[src/design/nfsa_pkg.sv]
// Shared constants, codes and types of the nested frame slot allocator.
package nfsa_pkg;

	// Table size and derived index widths
	localparam int SLOT_COUNT = 16;
	localparam int IDX_W      = (SLOT_COUNT > 1) ? $clog2(SLOT_COUNT) : 1;
	localparam int CNT_W      = $clog2(SLOT_COUNT + 1);
	localparam int TREE_N     = 1 << IDX_W;

	// Field widths
	localparam int FUNC_W   = 3;
	localparam int ID_W     = 32;
	localparam int HANDLE_W = 31;
	localparam int HIDX_W   = 5;
	localparam int GEN_W    = 26;
	localparam int LVL_W    = 5;
	localparam int ADDR_W   = 32;
	localparam int STRIDE_W = 17;
	localparam int OFS_W    = 16;
	localparam int TOTAL_W  = 32;
	localparam int OCNT_W   = 5;

	// Queue between front and back
	localparam int QUEUE_DEPTH = 2;
	localparam int QPTR_W      = $clog2(QUEUE_DEPTH);
	localparam int QCNT_W      = $clog2(QUEUE_DEPTH + 1);

	// Configuration port
	localparam int PADDR_W = 5;
	localparam int PDATA_W = 32;
	localparam int RSEL_W  = 3;

	localparam logic [RSEL_W-1:0] REG_REGION_BASE   = 3'd0;
	localparam logic [RSEL_W-1:0] REG_SLOT_STRIDE   = 3'd1;
	localparam logic [RSEL_W-1:0] REG_STACK_OFFSET  = 3'd2;
	localparam logic [RSEL_W-1:0] REG_GUARD_BYTES   = 3'd3;
	localparam logic [RSEL_W-1:0] REG_DEPTH_LIMIT   = 3'd4;
	localparam logic [RSEL_W-1:0] REG_REGION_ENABLE = 3'd5;

	localparam logic [ADDR_W-1:0]   RST_REGION_BASE  = 32'd0;
	localparam logic [STRIDE_W-1:0] RST_SLOT_STRIDE  = 17'd4096;
	localparam logic [OFS_W-1:0]    RST_STACK_OFFSET = 16'd3072;
	localparam logic [OFS_W-1:0]    RST_GUARD_BYTES  = 16'd256;
	localparam logic [LVL_W-1:0]    RST_DEPTH_LIMIT  = 5'd4;

	// Function codes on the request channel
	localparam logic [FUNC_W-1:0] FUNC_ACQUIRE       = 3'd0;
	localparam logic [FUNC_W-1:0] FUNC_RELEASE       = 3'd1;
	localparam logic [FUNC_W-1:0] FUNC_RELEASE_OWNER = 3'd2;
	localparam logic [FUNC_W-1:0] FUNC_RELEASE_ALL   = 3'd3;
	localparam logic [FUNC_W-1:0] FUNC_DEPTH_QUERY   = 3'd4;
	localparam logic [FUNC_W-1:0] FUNC_HANDLE_INFO   = 3'd5;
	localparam logic [FUNC_W-1:0] FUNC_CLEAR         = 3'd6;

	typedef enum logic [2:0] {
		OP_ACQUIRE,
		OP_RELEASE,
		OP_RELEASE_OWNER,
		OP_RELEASE_ALL,
		OP_DEPTH_QUERY,
		OP_HANDLE_INFO,
		OP_CLEAR,
		OP_NONE
	} op_t;

	// Classified request as it waits in the queue
	typedef struct packed {
		op_t              op;
		logic [ID_W-1:0]  owner_id;
		logic             idx_ok;
		logic [IDX_W-1:0] idx;
		logic [GEN_W-1:0] gen;
	} q_entry_t;

	typedef struct packed {
		logic [ADDR_W-1:0]   region_base;
		logic [STRIDE_W-1:0] slot_stride;
		logic [OFS_W-1:0]    stack_offset;
		logic [OFS_W-1:0]    guard_bytes;
		logic [LVL_W-1:0]    depth_limit;
		logic                region_enable;
	} cfg_t;

	typedef struct packed {
		logic                ok;
		logic [HANDLE_W-1:0] frame_handle;
		logic [ADDR_W-1:0]   frame_sp;
		logic [ID_W-1:0]     frame_owner;
		logic [LVL_W-1:0]    frame_depth;
		logic [ADDR_W-1:0]   frame_base;
		logic [ADDR_W-1:0]   frame_floor;
		logic [OCNT_W-1:0]   freed_count;
		logic                lifo_flag;
		logic [OCNT_W-1:0]   live_count;
		logic [TOTAL_W-1:0]  exhaust_total;
		logic [TOTAL_W-1:0]  lifo_total;
	} rsp_t;

	typedef enum logic {
		BK_IDLE,
		BK_COMMIT
	} bk_state_t;

endpackage

[src/design/nfsa_queue.sv]
// Short register queue between the front end and the back end.
module nfsa_queue import nfsa_pkg::*; (
	input  logic     clk,
	input  logic     arst_n,
	input  logic     push_valid,
	output logic     push_ready,
	input  q_entry_t push_data,
	output logic     pop_valid,
	input  logic     pop_ready,
	output q_entry_t pop_data
);

	q_entry_t          mem_q [QUEUE_DEPTH];
	logic [QPTR_W-1:0] wr_ptr_q;
	logic [QPTR_W-1:0] rd_ptr_q;
	logic [QCNT_W-1:0] count_q;
	logic              do_push;
	logic              do_pop;

	assign push_ready = (count_q != QCNT_W'(QUEUE_DEPTH));
	assign pop_valid  = (count_q != '0);
	assign pop_data   = mem_q[rd_ptr_q];
	assign do_push    = push_valid && push_ready;
	assign do_pop     = pop_valid && pop_ready;

	// Store entries
	always_ff @(posedge clk) begin
		if (do_push) begin
			mem_q[wr_ptr_q] <= push_data;
		end
	end

	// Advance pointers and fill count
	always_ff @(posedge clk or negedge arst_n) begin
		if (!arst_n) begin
			wr_ptr_q <= '0;
			rd_ptr_q <= '0;
			count_q  <= '0;
		end else begin
			if (do_push) begin
				wr_ptr_q <= (wr_ptr_q == QPTR_W'(QUEUE_DEPTH - 1)) ? '0 : wr_ptr_q + 1'b1;
			end
			if (do_pop) begin
				rd_ptr_q <= (rd_ptr_q == QPTR_W'(QUEUE_DEPTH - 1)) ? '0 : rd_ptr_q + 1'b1;
			end
			if (do_push && !do_pop) begin
				count_q <= count_q + 1'b1;
			end else if (do_pop && !do_push) begin
				count_q <= count_q - 1'b1;
			end
		end
	end

endmodule

[config.mk]
export PLATFORM = sky130hd
export DESIGN_NAME = nfsa_queue
export DESIGN_NICKNAME = d
export VERILOG_FILES = /design/src/design/nfsa_pkg.sv /design/src/design/nfsa_queue.sv
export SDC_FILE = /design/constraint.sdc
export NUM_CORES = 1
export LEC_CHECK = 0
export BUFFER_PORTS_ARGS = -buffer_cell sky130_fd_sc_hd__clkbuf_2
export CORE_MARGIN = 10
export CORE_UTILIZATION = 31
export CTS_BUF_LIST = sky130_fd_sc_hd__clkbuf_4
export CTS_CLUSTER_DIAMETER = 100
export DETAILED_ROUTE_END_ITERATION = 10
export GPL_TIMING_DRIVEN = 0
export SLEW_MARGIN = 40
export SYNTH_ARGS = -nofsm -noshare
export SYNTH_HDL_FRONTEND = slang
export SYNTH_SLANG_ARGS = --single-unit
[constraint.sdc]
create_clock -name clk -period 9.35 [get_ports clk]
set_input_delay 1.87 -clock clk [delete_from_list [all_inputs] [get_ports clk]]
set_output_delay 1.87 -clock clk [all_outputs]
set_load 0.05 [all_outputs]
==> flow_metrics.env, run 1 <==
export IMPL_ys_flop_type="edfxtp_1"
export IMPL_p_leak_nw=2.493
export IMPL_slew_viol_final=0
export IMPL_cts_root_buf="clkbuf_4"
export IMPL_critPathCaptureType="output pin"
export IMPL_avgSynthCellArea_um2=22.73
export IMPL_drtPass1Iterations=4
export IMPL_yosysTopAreaCellShare_pct=78.18
export IMPL_grt_pass1_vias=2905
export IMPL_ctsHoldBuffers=0
export IMPL_status="complete, no violations"
export IMPL_via_per_inst=4.158
export IMPL_cp_arrival_ns=1.96
export IMPL_drc=0
export IMPL_synth_async_reset_ratio_pct=2.941
export IMPL_ys_seq_area_share_pct=80.16
export IMPL_yosysMostFrequentCell="edfxtp_1"
export IMPL_ant_nets=0
export IMPL_power_density_nw_per_um2=356.7
export IMPL_grt_antenna_before_repair=0
export IMPL_fin_cells=612
export IMPL_htreeDepth=4
export IMPL_insertion_delay_ns=0.51
export IMPL_path_cells="buf_4 > buf_6 > mux2_4 > clkbuf_2"
export IMPL_setup_viol=0
export IMPL_post_drt_wl_per_cell_um=16.38
export IMPL_worst_ep_required_time_ns=7.48
export IMPL_synth_compound_area_share_pct=0
export IMPL_rrSetupSlack_ns=7.43
export IMPL_synthAdderAreaFrac_pct=0.2468
export IMPL_whs_ns=0.5051
export IMPL_dp_hpwl_mm=7.117
export IMPL_syn_area_um2=5070
export IMPL_yosysUniqueCellTypes=16
export IMPL_hp_class="flop to flop"
export IMPL_fin_crit_sh_pct=40.96
export IMPL_cts_buffer_depth=2
export IMPL_slowest_stage="dfrtp_1"
export IMPL_synthTopCellsByArea="edfxtp_1, mux2_4, mux2_2"
export IMPL_syn2layout_area_growth_pct=25.47
export IMPL_dp_cells=580
export IMPL_coreArea_um2=15940
export IMPL_worstRegToRegCells=5
export IMPL_hold_depth=1
export IMPL_worstSetupStartpointType="flop"
export IMPL_ir_drop_mv=0.1664
export IMPL_die_y_um=147.9
export IMPL_grt_max_degree=37
export IMPL_initial_core_util_pct=31.80
export IMPL_synth_edf_count=132
export IMPL_tritoncts="yes"
export IMPL_synth_cells=223
export IMPL_post_cts_resized=0
export IMPL_maxCapViolCount=0
export IMPL_clkSinkCount=136
export IMPL_track_usage_pct=9.362
export IMPL_clk_pin_slew_ns=0.11
export IMPL_grt_pass1_wl_mm=15.55
export IMPL_grt_overflow_total=0
export IMPL_reg2reg_from="count_q[0]$_DFFE_PN0P_"
export IMPL_critPathLaunch="rd_ptr_q$_DFFE_PN0P_"
export IMPL_tightest_slew_ns=0.5503
export IMPL_num_vias=2545
export IMPL_cts_setup_buffers=0
export IMPL_cpPeakStageDelay_ns=0.42
export IMPL_worstHoldEndpoint="count_q[1]$_DFFE_PN0P_"
export IMPL_die_area_um2=21870
export IMPL_fmax_mhz=261.1
export IMPL_yosys_warnings=0
export IMPL_fin_worst_skew_ns=0.01550
export IMPL_io_pins=138
export IMPL_synth_simple_gate_area_share_pct=0.6663
export IMPL_power_mw=2.269
export IMPL_drive_gt1_share_pct=62.63
export IMPL_hp_start="count_q[1]$_DFFE_PN0P_"
export IMPL_cts_buffers=17
export IMPL_synth_xor_area_share_pct=0.8638
export IMPL_rows=46
export IMPL_synth_mux_area_share_pct=16.88
export IMPL_synth_seq_cells=136
export IMPL_die_w_um=147.9
export IMPL_yosys_area_top_type="edfxtp_1"
export IMPL_io_buffers=137
export IMPL_drt_iter0_markers=89
export IMPL_r2r_end="mem_q[0][29]$_DFFE_PP_"
export IMPL_syn_nets=294
export IMPL_synth_top_family_by_area="multiplexers"
export IMPL_worstPathMaxFanout=10
export IMPL_relSlewSlack_pct=63.23
export IMPL_diodes=0
export IMPL_fin_crit_ns=3.830
export IMPL_worstSetupPathType="flop to output pin"
export IMPL_place_gp_congestion=0.6598
export IMPL_n_fill_cell=1501
export IMPL_nNetsFinal=454
export IMPL_synth_common_cells="edfxtp_1, mux2_2, mux2_4"
export IMPL_hold_viol_final=0
export IMPL_fin_util_pct=39.90
export IMPL_routed_wirelength_mm=10.02
export IMPL_grt_setup_unrepaired="no"
export IMPL_fin_tns_setup_ns=0
==> placed cells by master, fill, tap and decap left out, drive strengths merged <==
master | Yosys | routed
clkinv | 0 | 8
xnor2 | 3 | 3
inv | 1 | 1
xor2 | 2 | 2
nand2b | 1 | 1
nor2 | 2 | 2
dfrtp | 4 | 4
clkbuf | 0 | 159
nand2 | 2 | 2
edfxtp | 132 | 132
ha | 1 | 1
and3 | 1 | 1
buf | 7 | 11
or2 | 1 | 1
bufinv | 0 | 1
mux2 | 66 | 66
clkinvlp | 0 | 1
==> per-layer routing <==
metal	up-vias	GRT usage [%]	part of all wire [%]
li1	1199	-	-
met1	1248	9.560	41
met2	89	15.31	49
met3	9	5.769	9.2
met4	0	3.568	1.2
met5	-	0	0
==> metrics by stage <==
step / area (um2) / worst slack, ns
floorplan: 5070 / 4.117
global placement: 6026 / 2.290
detailed placement: 6116 / 5.999
CTS: 6361 / 5.388
global route: 6361 / 5.316
finish: 6361 / 5.520
==> cell type report <==
type	count	area, um2	area share, %
plain buffers	7	56.30	0.8851
clock buffers	22	165.2	2.596
repair buffers	141	763.2	12.00
well taps	216	270.3	4.249
inverters	1	3.754	0.05901
flip-flops and latches	136	4064	63.89
multi-input cells	79	958.4	15.07
clock inverters	10	80.08	1.259
==> worst max-delay path: cells and delay by family (launching register included) <==
kind	cells	cell delay (ns)
flops	1	0.42
mux	1	0.32
buf+inv	3	0.70
==> state kept, by name, indices dropped and copies added (netlist names) <==
signal	flops
mem_q	132
count_q	2
rd_ptr_q	1
wr_ptr_q	1
==> cell families after synthesis <==
logic type | count (synthesis)
multiplexers | 66
AND/OR/NAND/NOR | 7
adder cells (fa/ha/maj) | 1
flip-flops | 136
buffers and inverters | 8
XOR/XNOR | 5
==> power breakdown <==
| part | switching [mW] | internal [mW] |
|---|---|---|
| logic | 0.741 | 0.321 |
| clock network | 0.197 | 0.143 |
| registers | 0.0352 | 0.831 |
| total | 0.974 | 1.30 |
==> how the worst max path moves through the flow <==
stage / cells past startpoint / endpoint
floorplan: 2 / mem_q[0][0]$_DFFE_PP_
global placement: 3 / mem_q[0][12]$_DFFE_PP_
detailed placement: 5 / mem_q[0][30]$_DFFE_PP_
CTS: 4 / pop_data[27]
global route: 4 / pop_data[9]
finish: 4 / pop_data[27]
Note: power is estimated with default switching activity, not from simulation.
==> inputs of run 2 (changes only) <==
==> constraint.sdc (replaced) <==
create_clock -name clk -period 3.2 [get_ports clk]
set_input_delay 0.64 -clock clk [delete_from_list [all_inputs] [get_ports clk]]
set_output_delay 0.64 -clock clk [all_outputs]
set_load 0.05 [all_outputs]
==> run 2 against run 1 <==
Against the previous run: critical path type unchanged; via count rose by 2.0%; highest routed layer unchanged; sequential power rose to 2.9 times the previous value; clock skew fell by 0.0056 ns; routed wire length rose by 4.8%; sequential share of layout area fell by 0.87 points; clock power rose to 3.1 times the previous value; critical endpoint is now pop_data[23]; critical path depth did not move.
==> flow_metrics.env, run 2 (same netlist as run 1, synthesis figures left out) <==
export IMPL_cts_buffers=17
export IMPL_power_switching_mw=2.901
export IMPL_grt_max_degree=26
export IMPL_worst_ep_required_time_ns=2.56
export IMPL_rows=46
export IMPL_slew_viol_final=0
export IMPL_syn2layout_area_growth_pct=27.20
export IMPL_post_drt_wl_per_cell_um=17.08
export IMPL_grt_overflow_total=0
export IMPL_place_gp_congestion=0.7121
export IMPL_grt_pass1_wl_mm=16.35
export IMPL_drtPass1Iterations=4
export IMPL_sw_frac_of_total_pct=42.83
export IMPL_cts_buffer_depth=2
export IMPL_fin_crit_sh_pct=80.48
export IMPL_grt_antenna_before_repair=0
export IMPL_initial_core_util_pct=31.80
export IMPL_tightest_slew_ns=0.3640
export IMPL_coreArea_um2=15940
export IMPL_power_share_clock_pct=15.8
export IMPL_ir_drop_mv=0.6348
export IMPL_drive_gt1_share_pct=61.65
export IMPL_slowest_stage="dfrtp_1"
export IMPL_drc=0
export IMPL_grt_pass1_vias=2901
export IMPL_grt_setup_unrepaired="no"
export IMPL_cp_arrival_ns=1.94
export IMPL_nNetsFinal=457
export IMPL_relSlewSlack_pct=75.68
export IMPL_ant_nets=0
export IMPL_die_y_um=147.9
export IMPL_cts_root_buf="clkbuf_4"
export IMPL_layout_common_cells="clkbuf_2, edfxtp_1, mux2_2"
export IMPL_fin_util_pct=40.45
export IMPL_drt_iter0_markers=72
export IMPL_via_per_inst=4.221
export IMPL_fmax_mhz=388.3
export IMPL_clkSinkCount=136
export IMPL_die_w_um=147.9
export IMPL_insertion_delay_ns=0.51
export IMPL_pwr_share_comb_pct=46.8
export IMPL_fin_worst_skew_ns=0.009927
export IMPL_power_density_nw_per_um2=1050
export IMPL_setup_viol=0
export IMPL_pwr_share_seq_pct=37.4
export IMPL_p_int_mw=3.873
export IMPL_diodes=0
export IMPL_routed_wirelength_mm=10.51
export IMPL_critPathCaptureType="output pin"
export IMPL_cts_setup_buffers=0
export IMPL_num_vias=2596
export IMPL_dpl_cell_area_um2=6171
export IMPL_io_buffers=137
export IMPL_p_leak_nw=2.513
export IMPL_top_regs="mem_q (132), count_q (2)"
export IMPL_hp_class="primary input to flop"
export IMPL_io_pins=138
export IMPL_maxCapViolCount=0
export IMPL_worstSetupPathType="flop to output pin"
export IMPL_clk_pin_slew_ns=0.12
export IMPL_dp_hpwl_mm=7.667
export IMPL_layout_commonest_cell="clkbuf_2"
export IMPL_worstPathMaxFanout=10
export IMPL_htreeDepth=4
export IMPL_status="complete, no violations"
export IMPL_top_register="mem_q"
export IMPL_tritoncts="yes"
export IMPL_fin_crit_ns=2.575
export IMPL_cpPeakStageDelay_ns=0.41
export IMPL_largest_reg_flops=132
export IMPL_die_area_um2=21870
export IMPL_worstSetupStartpointType="flop"
export IMPL_path_cells="buf_4 > buf_6 > mux2_4 > clkbuf_2"
export IMPL_hold_viol_final=0
export IMPL_fin_tns_setup_ns=0
export IMPL_stdcell_area_um2=6449
export IMPL_track_usage_pct=9.834
==> run 2: cell count changes in the layout (fill, tap and decap cells not counted) <==
| cell | change |
|---|---|
| clkbuf_4 | -4 |
| clkinvlp_4 | +2 |
| buf_16 | +2 |
| inv_6 | +1 |
| clkinv_4 | +1 |
| clkinv_2 | -5 |
| bufinv_16 | +1 |
| dlygate4sd3_1 | +1 |
| clkinv_1 | +4 |
==> run 2: worst paths after layout <==
path	start	endpoint	slack, ns	cells after the start
worst max-delay path	rd_ptr_q$_DFFE_PN0P_	pop_data[23]	0.62	4
worst min-delay path	push_data[8]	mem_q[1][8]$_DFFE_PP_	0.31	1
worst max register to register	count_q[0]$_DFFE_PN0P_	mem_q[0][28]$_DFFE_PP_	1.47	5
worst min register to register	count_q[1]$_DFFE_PN0P_	count_q[1]$_DFFE_PN0P_	0.50	1
max in group asynchronous	arst_n	count_q[0]$_DFFE_PN0P_	2.61	2
min in group asynchronous	arst_n	count_q[1]$_DFFE_PN0P_	0.46	2
==> run 2: timing repair <==
action	CTS	global route
hold buffers	1	0
gates resized for setup	0	0
hold endpoints to repair	4	0
==> run 2: layout make-up <==
type	instances	area, um2
plain buffers	7	56.30
clock buffers	18	135.1
clock inverters	14	132.6
fillers	1505	9494
inverters	1	3.754
multi-input cells	79	958.4
flip-flops and latches	136	4064
well taps	216	270.3
repair buffers	144	828.3
==> run 2: layer usage <==
| metal | global-route usage (%) | part of all wire, % | vias up |
|---|---|---|---|
| li1 | - | - | 1216 |
| met1 | 10.77 | 42 | 1283 |
| met2 | 15.85 | 50 | 90 |
| met3 | 5.403 | 7.8 | 7 |
| met4 | 3.419 | 1.0 | 0 |
| met5 | 0 | 0 | - |
==> run 2: power by group through the flow <==
stage	registers [mW]	logic [mW]	clock network [mW]
detailed placement	2.58	3.24	0
global route	2.57	3.36	1.23
global placement	2.60	3.08	0
CTS	2.54	3.25	1.14
floorplan	2.56	2.45	0
finish	2.53	3.17	1.07
==> run 2: critical path: cells and delay by family, from the launching register on <==
family | cells | cell delay [ns]
multiplexers | 1 | 0.31
buffers and inverters | 3 | 0.69
flip-flops | 1 | 0.41
==> run 2: metrics by stage <==
step | instances | total power, mW | hold WS (ns) | setup WS (ns)
6_report | 615 | 6.773 | 0.3062 | 0.6247
2_1_floorplan | 223 | 5.016 | 0.3444 | 0.2181
3_5_place_dp | 582 | 5.822 | 0.4594 | 1.126
3_3_place_gp | 576 | 5.677 | 0.4492 | -0.5091
4_1_cts | 615 | 6.930 | 0.2229 | 0.4868
5_1_grt | 615 | 7.153 | 0.2098 | 0.4336
==> inputs of run 3 (changes only) <==
==> constraint.sdc (replaced) <==
create_clock -name clk -period 2.3 [get_ports clk]
set_input_delay 0.46 -clock clk [delete_from_list [all_inputs] [get_ports clk]]
set_output_delay 0.46 -clock clk [all_outputs]
set_load 0.05 [all_outputs]
==> run 3 against run 2 <==
Against the previous run: routed wire length is 0.36% lower; non-clock buffer count stayed put; sequential power rose by 40%; sequential share of layout area decreased by 4.3 points; register-to-register slack lost 0.93 ns; count of clock-buffer cells in the layout increased by 1; design area increased by 7.4%; largest power group unchanged.
==> flow_metrics.env, run 3 (same netlist as run 1, synthesis figures left out) <==
export IMPL_die_w_um=147.9
export IMPL_via_per_inst=4.221
export IMPL_power_share_clock_pct=15.0
export IMPL_insertion_delay_ns=0.52
export IMPL_r2r_end="mem_q[1][52]$_DFFE_PP_"
export IMPL_hold_depth=1
export IMPL_diodes=0
export IMPL_drc=0
export IMPL_layout_commonest_cell="edfxtp_1"
export IMPL_tritoncts="yes"
export IMPL_hold_viol_final=0
export IMPL_fin_crit_ns=2.242
export IMPL_initial_core_util_pct=31.80
export IMPL_clkSinkCount=136
export IMPL_drive_gt1_share_pct=62.56
export IMPL_status="complete, no violations"
export IMPL_top_register="mem_q"
export IMPL_stdcell_area_um2=6925
export IMPL_rows=46
export IMPL_critPathCaptureType="output pin"
export IMPL_grt_max_degree=37
export IMPL_die_y_um=147.9
export IMPL_pwr_share_comb_pct=51.0
export IMPL_grt_antenna_before_repair=0
export IMPL_ant_nets=0
export IMPL_tightest_slew_ns=0.5539
export IMPL_track_usage_pct=9.769
export IMPL_grt_setup_unrepaired="yes"
export IMPL_power_switching_mw=4.140
export IMPL_cts_buffers=17
export IMPL_io_buffers=137
export IMPL_fin_crit_sh_pct=97.48
export IMPL_coreArea_um2=15940
export IMPL_critPathCapture="pop_data[16]"
export IMPL_worstSetupPathType="flop to output pin"
export IMPL_top_regs="mem_q (132), count_q (2)"
export IMPL_critPathLaunch="rd_ptr_q$_DFFE_PN0P_"
export IMPL_post_drt_wl_per_cell_um=17.05
export IMPL_pwr_share_seq_pct=34.0
export IMPL_worstRegToRegCells=3
export IMPL_syn2layout_area_growth_pct=36.60
export IMPL_htreeDepth=4
export IMPL_cp_arrival_ns=1.78
export IMPL_maxCapViolCount=0
export IMPL_cts_buffer_depth=2
export IMPL_slew_viol_final=0
export IMPL_dp_hpwl_mm=7.319
export IMPL_routed_wirelength_mm=10.47
export IMPL_power_mw=10.40
export IMPL_cts_root_buf="clkbuf_4"
export IMPL_clk_pin_slew_ns=0.11
export IMPL_p_leak_nw=2.682
export IMPL_drtPass1Iterations=4
export IMPL_reg2reg_from="count_q[0]$_DFFE_PN0P_"
export IMPL_hp_class="primary input to flop"
export IMPL_grt_overflow_total=0
export IMPL_relSlewSlack_pct=63.08
export IMPL_grt_pass1_wl_mm=16.17
export IMPL_fin_worst_skew_ns=0.01225
export IMPL_num_vias=2592
export IMPL_power_density_nw_per_um2=1502
export IMPL_layout_common_cells="edfxtp_1, clkbuf_2, clkbuf_4"
export IMPL_sw_frac_of_total_pct=39.80
export IMPL_die_area_um2=21870
export IMPL_largest_reg_flops=132
export IMPL_worstPathMaxFanout=10
export IMPL_setup_viol=0
export IMPL_io_pins=138
export IMPL_dpl_cell_area_um2=6163
export IMPL_grt_pass1_vias=2955
export IMPL_place_gp_congestion=0.6744
export IMPL_nNetsFinal=457
export IMPL_p_int_mw=6.261
export IMPL_rrSetupSlack_ns=0.54
export IMPL_drt_iter0_markers=62
export IMPL_worstSetupStartpointType="flop"
export IMPL_worst_ep_required_time_ns=1.84
export IMPL_ir_drop_mv=0.8452
export IMPL_fmax_mhz=446.0
-- run 3: cell count changes in the layout (fill, tap and decap cells not counted), moves of 3 or more --
cell,before,now
buf_12,1,6
buf_6,3,0
buf_8,2,33
clkbuf_2,137,71
clkbuf_4,18,51
clkinv_2,1,5
-- run 3: how the worst min path moves through the flow --
stage / start / end / slack [ns]
6_report: push_data[5] / mem_q[1][5]$_DFFE_PP_ / 0.12
5_1_grt: push_data[51] / mem_q[0][51]$_DFFE_PP_ / 0.04
4_1_cts: push_data[37] / mem_q[1][37]$_DFFE_PP_ / 0.03
3_5_place_dp: arst_n / wr_ptr_q$_DFFE_PN0P_ / 0.28
3_3_place_gp: arst_n / wr_ptr_q$_DFFE_PN0P_ / 0.27
2_1_floorplan: arst_n / count_q[0]$_DFFE_PN0P_ / 0.16
-- run 3: area by class of cell --
type                       instances  area [um2]
fill                            1420        9017
sequential                       136        4065
timing repair buffer             144        1234
multi-input combinational         79       973.4
tap                              216       270.3
clock buffer                      19       142.6
clock inverter                    12       133.9
buffer                             7       102.6
inverter                           1       3.754
-- run 3: layer usage --
metal | track usage (%) | wire (um) | up-vias
met5 | 0 | 0 | -
met4 | 3.667 | 133 | 0
met3 | 5.403 | 843 | 9
met2 | 16.21 | 5309 | 93
met1 | 10.18 | 4181 | 1282
li1 | - | - | 1208
-- run 3: metrics by stage --
step | setup WS [ns] | utilization [%] | instances | TNS [ns] | hold slack, ns
after floorplan | 0.09254 | - | 223 | 0 | 0.1644
after global placement | -0.4069 | 37.90 | 576 | -28.79 | 0.2695
after detailed placement | 0.3822 | 38.66 | 581 | 0 | 0.2775
after CTS | -0.06398 | 43.16 | 614 | -1.844 | 0.02810
after global routing | -0.06803 | 43.44 | 614 | -2.837 | 0.03994
final | 0.05787 | 43.44 | 614 | 0 | 0.1217
-- run 3: critical path, cell delays in order, from the launching register on --
cell,delay [ns]
dfrtp_2,0.46
buf_12,0.17
buf_12,0.15
mux2_4,0.31
buf_8,0.15
-- run 3: power groups by stage --
stage                     Combinational, mW  Sequential, mW  Clock, mW
after floorplan                        3.42            3.56          0
after global placement                 4.31            3.59          0
after detailed placement               4.50            3.59          0
after CTS                              5.20            3.54       1.64
after global routing                   5.56            3.59       1.74
final                                  5.31            3.54       1.56
-- run 3: timing repair --
item | 4_1_cts | 5_1_grt
endpoints found under the hold margin | 4 | 0
endpoints found under the setup margin | 66 | 63
setup buffers | 1 | 0
hold buffers | 1 | 0
gates resized for setup | 110 | 35
